--- src/rtl/vn_pkg.sv ---
// Shared constants for the vector normalizer.
// Depends on nothing.
`timescale 1ns / 1ps

package vn_pkg;
   localparam int IN_WIDTH_DEF  = 16;
   localparam int FRAC_BITS_DEF = 14;
   localparam int EPS_WIDTH     = 15;
   localparam logic [EPS_WIDTH-1:0] EPS_RESET = EPS_WIDTH'(1);
endpackage

--- src/rtl/vn_prep.sv ---
// Front of the normalizer: magnitudes, squares, sum of squares, start values.
// Depends on vn_pkg (for its parameter defaults).
`timescale 1ns / 1ps

module vn_prep #(
   parameter int IN_WIDTH  = vn_pkg::IN_WIDTH_DEF,
   parameter int FRAC_BITS = vn_pkg::FRAC_BITS_DEF,
   localparam int SW = 2 * IN_WIDTH,
   localparam int RW = 2 * IN_WIDTH + 2 * FRAC_BITS + 4
) (
   input  logic                        clock,
   input  logic                        reset,
   input  logic                        advance,
   input  logic                        valid_in,
   input  logic [2:0][IN_WIDTH-1:0]    comp_in,
   output logic                        valid_out,
   output logic [SW-1:0]               s_out,
   output logic [2:0][RW-1:0]          r_out,
   output logic [2:0]                  neg_out,
   output logic                        zero_out
);
   logic [2:0][IN_WIDTH-1:0] mag;
   logic [2:0][SW-1:0]       sq_ff, sq_in;
   logic [2:0]               nega_ff, nega_in;
   logic                     va_ff;
   logic [SW-1:0]            s_ff, s_in;
   logic [2:0][RW-1:0]       r_ff, r_in;
   logic [2:0]               negb_ff;
   logic                     vb_ff;
   logic                     zero_ff;

   always_comb begin
      for (int k = 0; k < 3; k++) begin
         nega_in[k] = comp_in[k][IN_WIDTH-1];
         mag[k]     = nega_in[k] ? (~comp_in[k] + IN_WIDTH'(1)) : comp_in[k];
         sq_in[k]   = SW'(mag[k]) * SW'(mag[k]);
      end
      s_in = sq_ff[0] + sq_ff[1] + sq_ff[2];
      for (int k = 0; k < 3; k++) begin
         r_in[k] = RW'(sq_ff[k]) << (2 * FRAC_BITS + 2);
      end
   end

   always_ff @(posedge clock) begin
      if (reset) begin
         va_ff <= 1'b0;
         vb_ff <= 1'b0;
      end else if (advance) begin
         va_ff <= valid_in;
         vb_ff <= va_ff;
      end
   end

   always_ff @(posedge clock) begin
      if (advance) begin
         sq_ff   <= sq_in;
         nega_ff <= nega_in;
         s_ff    <= s_in;
         r_ff    <= r_in;
         negb_ff <= nega_ff;
         zero_ff <= (s_in == '0);
      end
   end

   assign valid_out = vb_ff;
   assign s_out     = s_ff;
   assign r_out     = r_ff;
   assign neg_out   = negb_ff;
   assign zero_out  = zero_ff;
endmodule

--- config.mk ---
export PLATFORM = sky130hd
export DESIGN_NAME = vn_prep
export DESIGN_NICKNAME = d
export VERILOG_FILES = /design/src/rtl/vn_pkg.sv /design/src/rtl/vn_prep.sv
export SDC_FILE = /design/constraint.sdc
export NUM_CORES = 2
export LEC_CHECK = 0
export BUFFER_PORTS_ARGS = -buffer_cell sky130_fd_sc_hd__buf_2
export CORE_MARGIN = 8
export CORE_UTILIZATION = 58
export DETAILED_ROUTE_END_ITERATION = 10
export GPL_TIMING_DRIVEN = 1
export PLACE_DENSITY = 0.79
export SYNTH_ARGS = -nofsm -noshare
export SYNTH_HDL_FRONTEND = slang
export SYNTH_SLANG_ARGS = --single-unit
--- constraint.sdc ---
create_clock -name clock -period 10.9 [get_ports clock]
set_clock_uncertainty 0.2 [all_clocks]
set_input_delay 0.545 -clock clock [delete_from_list [all_inputs] [get_ports clock]]
set_output_delay 0.545 -clock clock [all_outputs]
set_load 0.1 [all_outputs]
==> key figures <==
Status
  • Outcome: finished clean

Synthesis
  • Post-synth top area cell: fa_1
  • Sequential fraction of the synthesis area: 21.7%
  • Largest cells by area after synthesis: fa_1 (33%), edfxtp_1 (22%), ha_1 (13%), inv_1 (8.2%), xnor2_1 (3.3%)
  • Post-synth EDFFs: 225
  • Yosys warnings: 0
  • Syn Inst Count: 3063
  • Share of the synthesized area in the top cell type: 33.4%
  • #FFs+latches synth: 227
  • Post-synthesis async set-or-reset flop share: 0%
  • Post-Syn Area per Cell: 10.2 µm²
  • Top FF cell, synth: edfxtp_1
  • Syn Std Cell Area: 31300 µm²
  • Synth cell types: 70

Floorplan
  • Die area: 61600 µm²
  • Die Wd: 248 µm
  • Starting density of the core: 58.3%
  • IO Pins: 281
  • Vert. Die Dim: 248 µm
  • Core Region: 53600 µm²
  • Row Count: 85

Critical path
  • Critical Path AT: 9.07 ns
  • Worst Path Required: 11.09 ns
  • CP Launch Type: primary input
  • CP max FO: 16
  • Worst Path Class, Setup: in2reg
  • R2r endpoint: zero_out$_DFFE_PP_
  • R2R Path Start: r_in[162]$_DFFE_PP_
  • Worst Reg-to-Reg Cells: 11
  • Setup crit end: r_in[124]$_DFFE_PP_
  • R2R Setup Slk: 6.22 ns
  • Worst setup EP type: flip-flop
  • CP Launch Point: comp_in[16]

STA
  • Fmax: 113 MHz
  • Hold Fails Final Rpt: 0
  • Min Tclk post-route: 8.88 ns
  • Slew margin rel.: 17.2%
  • Period utilisation layout: 81.5%
  • Slew Limit Fails: 0
  • Setup TNS: 0 ns
  • Setup violators final: 0
  • Tightest Pin Transition: 1.23 ns
  • RSZ-0062 raised after global routing: no

Route
  • Drc violations: 0
  • Post-DR vias/cell: 5.41
  • Drt total wl: 73.6 mm
  • Vias: 21600
  • Drt initial violations: 1477
  • Avg WL per Cell: 18.4 µm
  • Max Used Layer: met4
  • Detail Route Antenna Nets: 0
  • Met2 wire length: 34.6 mm
  • 1st-pass router iterations: 6
  • Metal3 WL: 6.26 mm
  • Metal-1 WL: 29.1 mm

Placement
  • Routability cong.: 0.948
  • Final HPWL DP: 62.6 mm
  • Port Buf Inserts: 181

Global routing
  • Number of global-route vias before repair: 23000
  • Initial antenna violation count: 1
  • Total GRT Usage: 24.4%
  • Pin count of the biggest net entering global routing: 80
  • First-pass GRT wire length: 118 mm
  • Gr ovfl total: 0

Clock network
  • Post_cts resized: 0
  • Clock sink count: 227
  • CTS tree: yes
  • CTS root buffer: clkbuf_16
  • H-tree Lvls: 1
  • Worst-path clk slew: 0.06 ns
  • TritonCTS Buffers: 25
  • Clk_lat worst skew: 0.56 ns
  • Maximum root-to-sink buffer count: 3

Worst hold path
  • Hold crit path type: in2reg
  • Hold_sp: valid_in
  • Worst hold path depth: 3

Final layout
  • Commonest non-fill, non-tap cell in the layout: inv_1
  • Fill count: 4330
  • Multi-input gate area: 21400 µm²
  • Fin nets: 4178
  • Area Growth Syn to Fin: 7.58%
  • Reg area: 6800 µm²
  • Layout cells sized above 1: 7.80%
  • Most frequent cells in the layout: inv_1 (687), fa_1 (521), ha_1 (318), nand2_1 (257), edfxtp_1 (225)
  • ANT cells: 0

Run
  • Max-cap violations: 0
[layer usage]
metal	track usage, %	up-vias
met1	31.2	10700
met5	0	-
met3	4.50	196
li1	-	9902
met4	10.8	0
met2	40.5	890
[Yosys cell counts (all sizes together), types with 5 or more instances]
master,n
a211oi,17
a21o,47
a21oi,103
a31oi,11
and2,14
and3,7
buf,99
clkbuf,42
clkinv,20
edfxtp,225
fa,521
ha,318
inv,688
nand2,257
nand2b,15
nand3,24
nand4,5
nor2,213
nor2b,10
nor3,31
nor4,10
o21a,13
o21ai,67
o21bai,22
o31ai,16
o41ai,7
or2,6
or3,10
or4,12
xnor2,117
xor2,53
[metrics by stage]
step | setup slack (ns) | util [%] | area (µm²) | instances | hold WS (ns)
after global routing | 1.58 | 62.7 | 33600 | 4002 | 0.0686
final | 2.02 | 62.7 | 33600 | 4002 | 0.0428
after detailed placement | 1.64 | 61.2 | 32800 | 3955 | 0.207
after floorplan | 2.57 | - | 31800 | 3196 | 0.200
after CTS | 2.15 | 62.7 | 33600 | 4002 | 0.0346
after global placement | 1.86 | 61.2 | 32800 | 3955 | 0.203
[timing repair]
action	CTS	global route
hold buffers	1	0
setup buffers	0	0
hold endpoints to repair	2	0
[registers in the layout, indices dropped and copies added (netlist names)]
signal and flops:
nega_ff 3, neg_out 3, r_out 93, s_out 32, zero_out 1, valid_out 1, r_in 93, va_ff 1
[kinds of logic (layout without fill, tap and decap cells)]
| group | count (synthesis) | in the layout | share of synthesized area [%] |
|---|---|---|---|
| AO/OA/AOI/OAI | 349 | 349 | 7.25 |
| XOR/XNOR | 170 | 170 | 4.76 |
| adder cells (fa/ha/maj) | 839 | 839 | 46.1 |
| buffers and inverters | 849 | 959 | 11.4 |
| flip-flops | 227 | 227 | 21.7 |
| multiplexers | 3 | 3 | 0.0961 |
| other | 2 | 135 | 0.0240 |
| AND/OR/NAND/NOR | 624 | 624 | 8.65 |
[critical path, cell delays in order]
cell      delay (ns)
buf_2           0.14
inv_1           0.40
ha_1            0.25
nand2b_1        0.09
or3_1           0.38
o31a_1          0.27
xnor2_1         0.71
clkinv_1        0.49
nand2_1         0.23
inv_1           0.08
fa_1            0.50
inv_1           0.05
fa_1            0.53
inv_1           0.06
fa_1            0.48
fa_1            0.51
fa_1            0.50
inv_1           0.05
fa_1            0.47
inv_1           0.04
ha_1            0.20
o41ai_1         0.64
a31oi_1         0.34
a41o_1          0.36
a41oi_1         0.35
o21ai_0         0.19
a21oi_1         0.20
[cell type report]
| type | count | area share (%) |
|---|---|---|
| multi-input combinational | 2120 | 63.7 |
| sequential | 227 | 20.2 |
| inverter | 708 | 7.90 |
| timing repair buffer | 205 | 3.27 |
| tap | 696 | 2.59 |
| clock buffer | 27 | 1.88 |
| clock inverter | 19 | 0.480 |
[worst min path at each step]
stage / end / slack, ns
floorplan: neg_out[0]$_DFFE_PP_ / 0.20
global placement: neg_out[0]$_DFFE_PP_ / 0.20
detailed placement: neg_out[0]$_DFFE_PP_ / 0.21
CTS: va_ff$_SDFFE_PP0P_ / 0.03
global route: r_in[94]$_DFFE_PP_ / 0.07
finish: va_ff$_SDFFE_PP0P_ / 0.04
Power is left out: the tool's default activity adds up to more than one toggle a clock period on the data nets, which glitch-free logic cannot reach.
