==> src/rtl/vn_pkg.sv <==
// Shared constants for the vector normalizer.
// Depends on nothing.
`timescale 1ns / 1ps

package vn_pkg;
   localparam int IN_WIDTH_DEF  = 16;
   localparam int FRAC_BITS_DEF = 14;
   localparam int EPS_WIDTH     = 15;
   localparam logic [EPS_WIDTH-1:0] EPS_RESET = EPS_WIDTH'(1);
endpackage

==> src/rtl/vn_cell.sv <==
// One cell of the quotient chain: decides bit BIT of all three scaled components.
// Depends on vn_pkg (for its parameter defaults).
`timescale 1ns / 1ps

module vn_cell #(
   parameter int IN_WIDTH  = vn_pkg::IN_WIDTH_DEF,
   parameter int FRAC_BITS = vn_pkg::FRAC_BITS_DEF,
   parameter int BIT       = 0,
   localparam int SW = 2 * IN_WIDTH,
   localparam int RW = 2 * IN_WIDTH + 2 * FRAC_BITS + 4,
   localparam int QW = FRAC_BITS + 1
) (
   input  logic                 clock,
   input  logic                 reset,
   input  logic                 advance,
   input  logic                 valid_in,
   input  logic [SW-1:0]        s_in,
   input  logic [2:0][RW-1:0]   r_in,
   input  logic [2:0][RW-1:0]   b_in,
   input  logic [2:0][QW-1:0]   q_in,
   input  logic [2:0]           neg_in,
   input  logic                 zero_in,
   output logic                 valid_out,
   output logic [SW-1:0]        s_out,
   output logic [2:0][RW-1:0]   r_out,
   output logic [2:0][RW-1:0]   b_out,
   output logic [2:0][QW-1:0]   q_out,
   output logic [2:0]           neg_out,
   output logic                 zero_out
);
   logic                valid_ff;
   logic [SW-1:0]       s_ff;
   logic [2:0][RW-1:0]  r_ff, r_nx;
   logic [2:0][RW-1:0]  b_ff, b_nx;
   logic [2:0][QW-1:0]  q_ff, q_nx;
   logic [2:0]          neg_ff;
   logic                zero_ff;
   logic [RW-1:0]       sw, m2s;
   logic [2:0][RW-1:0]  need;
   logic [2:0]          fit;

   always_comb begin
      sw  = RW'(s_in);
      m2s = (sw << (2 * BIT + 2)) - (sw << (BIT + 2)) + sw;
      for (int k = 0; k < 3; k++) begin
         need[k] = (b_in[k] << (BIT + 2)) + m2s;
         fit[k]  = (need[k] <= r_in[k]) && !q_in[k][FRAC_BITS];
         r_nx[k] = fit[k] ? (r_in[k] - need[k] + sw) : r_in[k];
         b_nx[k] = fit[k] ? (b_in[k] + (sw << (BIT + 1))) : b_in[k];
         q_nx[k] = fit[k] ? (q_in[k] | (QW'(1) << BIT)) : q_in[k];
      end
   end

   always_ff @(posedge clock) begin
      if (reset) begin
         valid_ff <= 1'b0;
      end else if (advance) begin
         valid_ff <= valid_in;
      end
   end

   always_ff @(posedge clock) begin
      if (advance) begin
         s_ff    <= s_in;
         r_ff    <= r_nx;
         b_ff    <= b_nx;
         q_ff    <= q_nx;
         neg_ff  <= neg_in;
         zero_ff <= zero_in;
      end
   end

   assign valid_out = valid_ff;
   assign s_out     = s_ff;
   assign r_out     = r_ff;
   assign b_out     = b_ff;
   assign q_out     = q_ff;
   assign neg_out   = neg_ff;
   assign zero_out  = zero_ff;
endmodule

==> config.mk <==
export PLATFORM = sky130hd
export DESIGN_NAME = vn_cell
export DESIGN_NICKNAME = d
export VERILOG_FILES = /design/src/rtl/vn_pkg.sv /design/src/rtl/vn_cell.sv
export SDC_FILE = /design/constraint.sdc
export NUM_CORES = 2
export LEC_CHECK = 0
export ABC_CLOCK_PERIOD_IN_PS = 10000
export BUFFER_PORTS_ARGS = -buffer_cell sky130_fd_sc_hd__buf_4
export CORE_AREA = 5 5 365 367
export DETAILED_ROUTE_END_ITERATION = 10
export DIE_AREA = 0 0 370 372
export PLACE_DENSITY = 0.62
export SYNTH_ARGS = -nofsm -noshare
export SYNTH_HDL_FRONTEND = slang
export SYNTH_SLANG_ARGS = --single-unit
==> constraint.sdc <==
create_clock -name clock -period 10 [get_ports clock]
set_clock_uncertainty 0.05 [all_clocks]
set_input_delay 2 -clock clock [delete_from_list [all_inputs] [get_ports clock]]
set_output_delay 2 -clock clock [all_outputs]
set_load 0.02 [all_outputs]
==> run summary <==
Synth top area share: 27.75%
CP max stage cell: inv_1
R2r setup slk: 9370 ps
CTS resizes: 0
GP Congestion: 0.9865
Slowest stage delay, CP: 510 ps
Pwr Density: 166.7 nW/um^2
Slew HR: 21.85%
FF+latch count, synth: 466
TritonCTS buffer count: 59
Clock insertion delay at the later pin of the skew report: 690 ps
Vias/cell: 5.703
Initial Util: 38.96%
Wire per inst: 25.73 um
Main synth FF type: edfxtp_1
Synth-to-layout area growth: 21.13%
Total Routing Usage GR: 29.56%
Port-buffer cells: 934
Pwr Total: 10.16 mW
Core area: 129200 sq um
Post-route setup TNS: 0 ps
Sw Pwr: 4.366 mW
Yosys top cell by area: edfxtp_1
Slew @ Worst Pin: 1160 ps
Die W: 370 um
EDFF count, synth: 465
Beginning of the worst hold path: valid_out$_SDFFE_PP0P_
Pin count of the biggest net entering global routing: 123
Met2 Use GR: 50.24%
Root buffer cell: clkbuf_16
Max clock buf depth: 3
Status: complete, no violations
Leakage: 27.63 nW
Crit end category: flop
Worst-path fanout max: 17
Die H: 372 um
Buf/Inv on CP: 4
Peak VDD IR: 0.1608 mV
Clock power share: 22.0%
DR pass1 iterations: 6
Final #Nets: 7765
Vias in the first global route: 45.89k
Clock-pin slew on the worst setup and hold paths: 60 ps
Top Usage Layer GRT: met2
Sequential Power Share: 25.9%
Crit path time final: 8725 ps
First-pass GRT wire length: 303.7 mm
Combinational Power Share: 52.1%
M3 GR Usage: 7.551%
Final Cycle Share: 87.25%
Int Pwr: 5.792 mW
Reg area: 13980 sq um
Sequential element share of the synthesized area: 27.79%
Grt met1 use: 37.23%
Layout cells sized above 1: 17.65%
Antenna-violating nets left: 0
Most numerous cell in the Yosys netlist: ha_1
Synthesized instance count: 5731
TritonCTS clock tree: yes
Synth warnings: 0
Design Area, Final: 60950 sq um
RSZ-0062 raised after global routing: false
R2R cell count: 2
Final WL: 214.6 mm
CP Launch Type: primary input
Net Sw Frac: 42.99%
Syn nets: 6959
Fillers: 12.64k
Async S/R FF share, synth: 0%
H-Tree Depth: 2
Initial antenna violation count: 34
CTS sink count: 466
Drc violations: 0
Worst Hold Endpoint: valid_out$_SDFFE_PP0P_
R2r startpoint: valid_out$_SDFFE_PP0P_
Placed cell area: 58970 sq um
Hold Fails Final Rpt: 0
Hold Path Stages: 2
Top Family by Delay on Critical Path: simple AND/OR/NAND/NOR gates
Vias: 47.56k
Fmax: 114.6 MHz
Total gr overflow: 0
Required time of the critical path: 10470 ps
Max cap viols: 0
WS Path Type: primary input to flop
Yosys cell types: 105
Hold/Removal Path Class: flop to flop
Worst path arrival time: 9200 ps
Setup bufs post-CTS: 0
Avg Cell Area, Syn: 8.780 sq um
IO Pins: 935
Final HPWL DP: 178.3 mm
Row cnt: 132
Max-slew violation count: 0
Reg-to-reg endpoint: valid_out$_SDFFE_PP0P_
Die area: 137600 sq um
Hold Buf Count CTS: 0
Area of the multi-input gates: 33840 sq um
Mapped Area: 50320 sq um
Count of final setup violators: 0
Top post-synthesis cells by area: edfxtp_1 (28%), ha_1 (17%), xnor2_1 (5.7%)
Leading cell types by count after synthesis: ha_1 (666), a21oi_1 (512), nand2_1 (476), edfxtp_1 (465), inv_1 (428)
Initial drt markers: 4289
[cell families (layout without fill, tap and decap cells)]
| kind of cell | Yosys count | in the layout | share of synthesized area, % |
|---|---|---|---|
| buffers and inverters | 654 | 1505 | 4.998 |
| adder cells (fa/ha/maj) | 759 | 759 | 20.26 |
| AND/OR/NAND/NOR | 1592 | 1592 | 15.21 |
| flip-flops | 466 | 466 | 27.79 |
| AO/OA/AOI/OAI | 1617 | 1617 | 20.38 |
| other | 0 | 16 | 0 |
| XOR/XNOR | 604 | 604 | 10.53 |
| multiplexers | 39 | 39 | 0.8330 |
[through the flow]
step | cells | setup WS (ps) | hold WS (ps) | util (%)
floorplan | 5731 | 2683 | 528.8 | -
global route | 8330 | 1013 | 504.1 | 47.17
CTS | 8324 | 1336 | 468.4 | 47.16
global placement | 8218 | 659.5 | 430.1 | 45.66
finish | 8340 | 1275 | 460.0 | 47.19
detailed placement | 8218 | 564.8 | 454.1 | 45.66
[placed cells by master (no fill, tap or decap), types with 52 or more instances in the layout]
cell       instances
and3_1            71
xor2_1           277
o21ai_0          360
nor2_1           392
nand2_1          476
edfxtp_1         465
ha_1             666
o21a_1            57
a31oi_1           52
nand3_1          159
nor3_1           105
o21bai_1          60
nand4_1          123
a21oi_1          512
a21o_1           247
buf_4            965
xnor2_1          326
inv_1            427
fa_1              93
clkbuf_16         59
[area by class of cell]
type | instances | share of cell area [%]
diodes | 16 | 0.06569
clock buffers | 76 | 2.543
clock inverters | 30 | 0.6425
inverters | 428 | 2.636
multi-input cells | 4611 | 55.52
flip-flops and latches | 466 | 22.94
well taps | 1742 | 3.576
repair buffers | 971 | 12.07
[power groups by stage]
stage | registers, mW | logic [mW] | clock network (mW)
detailed placement | 2.67 | 5.20 | 0
global placement | 2.67 | 5.20 | 0
CTS | 2.63 | 5.23 | 2.29
finish | 2.63 | 5.29 | 2.24
global route | 2.65 | 5.73 | 2.36
floorplan | 2.95 | 3.08 | 0
[flip-flops by register name (all words and copies together), names as in the netlist]
name       cells
neg_out        3
r_out        192
s_out         32
valid_out      1
zero_out       1
q_out         45
b_out        192
[tightest hold or removal path: stages (launching register included)]
cell     delay [ps]
dfxtp_1         330
mux2i_1          60
nor2_1           80
[worst max-delay path by stage]
stage | cells after the start | start | to | slack, ps
detailed placement | 26 | s_in[2] | r_out[184]$_DFFE_PP_ | 560
global placement | 26 | s_in[2] | r_out[184]$_DFFE_PP_ | 660
global route | 26 | s_in[2] | r_out[184]$_DFFE_PP_ | 1010
finish | 26 | s_in[2] | r_out[184]$_DFFE_PP_ | 1270
CTS | 26 | s_in[2] | r_out[184]$_DFFE_PP_ | 1340
floorplan | 26 | s_in[2] | r_out[186]$_DFFE_PP_ | 2680
[per-layer routing]
metal	vias to the layer above	part of all wire [%]
met5	-	0.089
met4	28	3.0
li1	22295	-
met2	2072	47
met3	324	9.3
met1	22843	40
(Power assumes the default switching activity.)
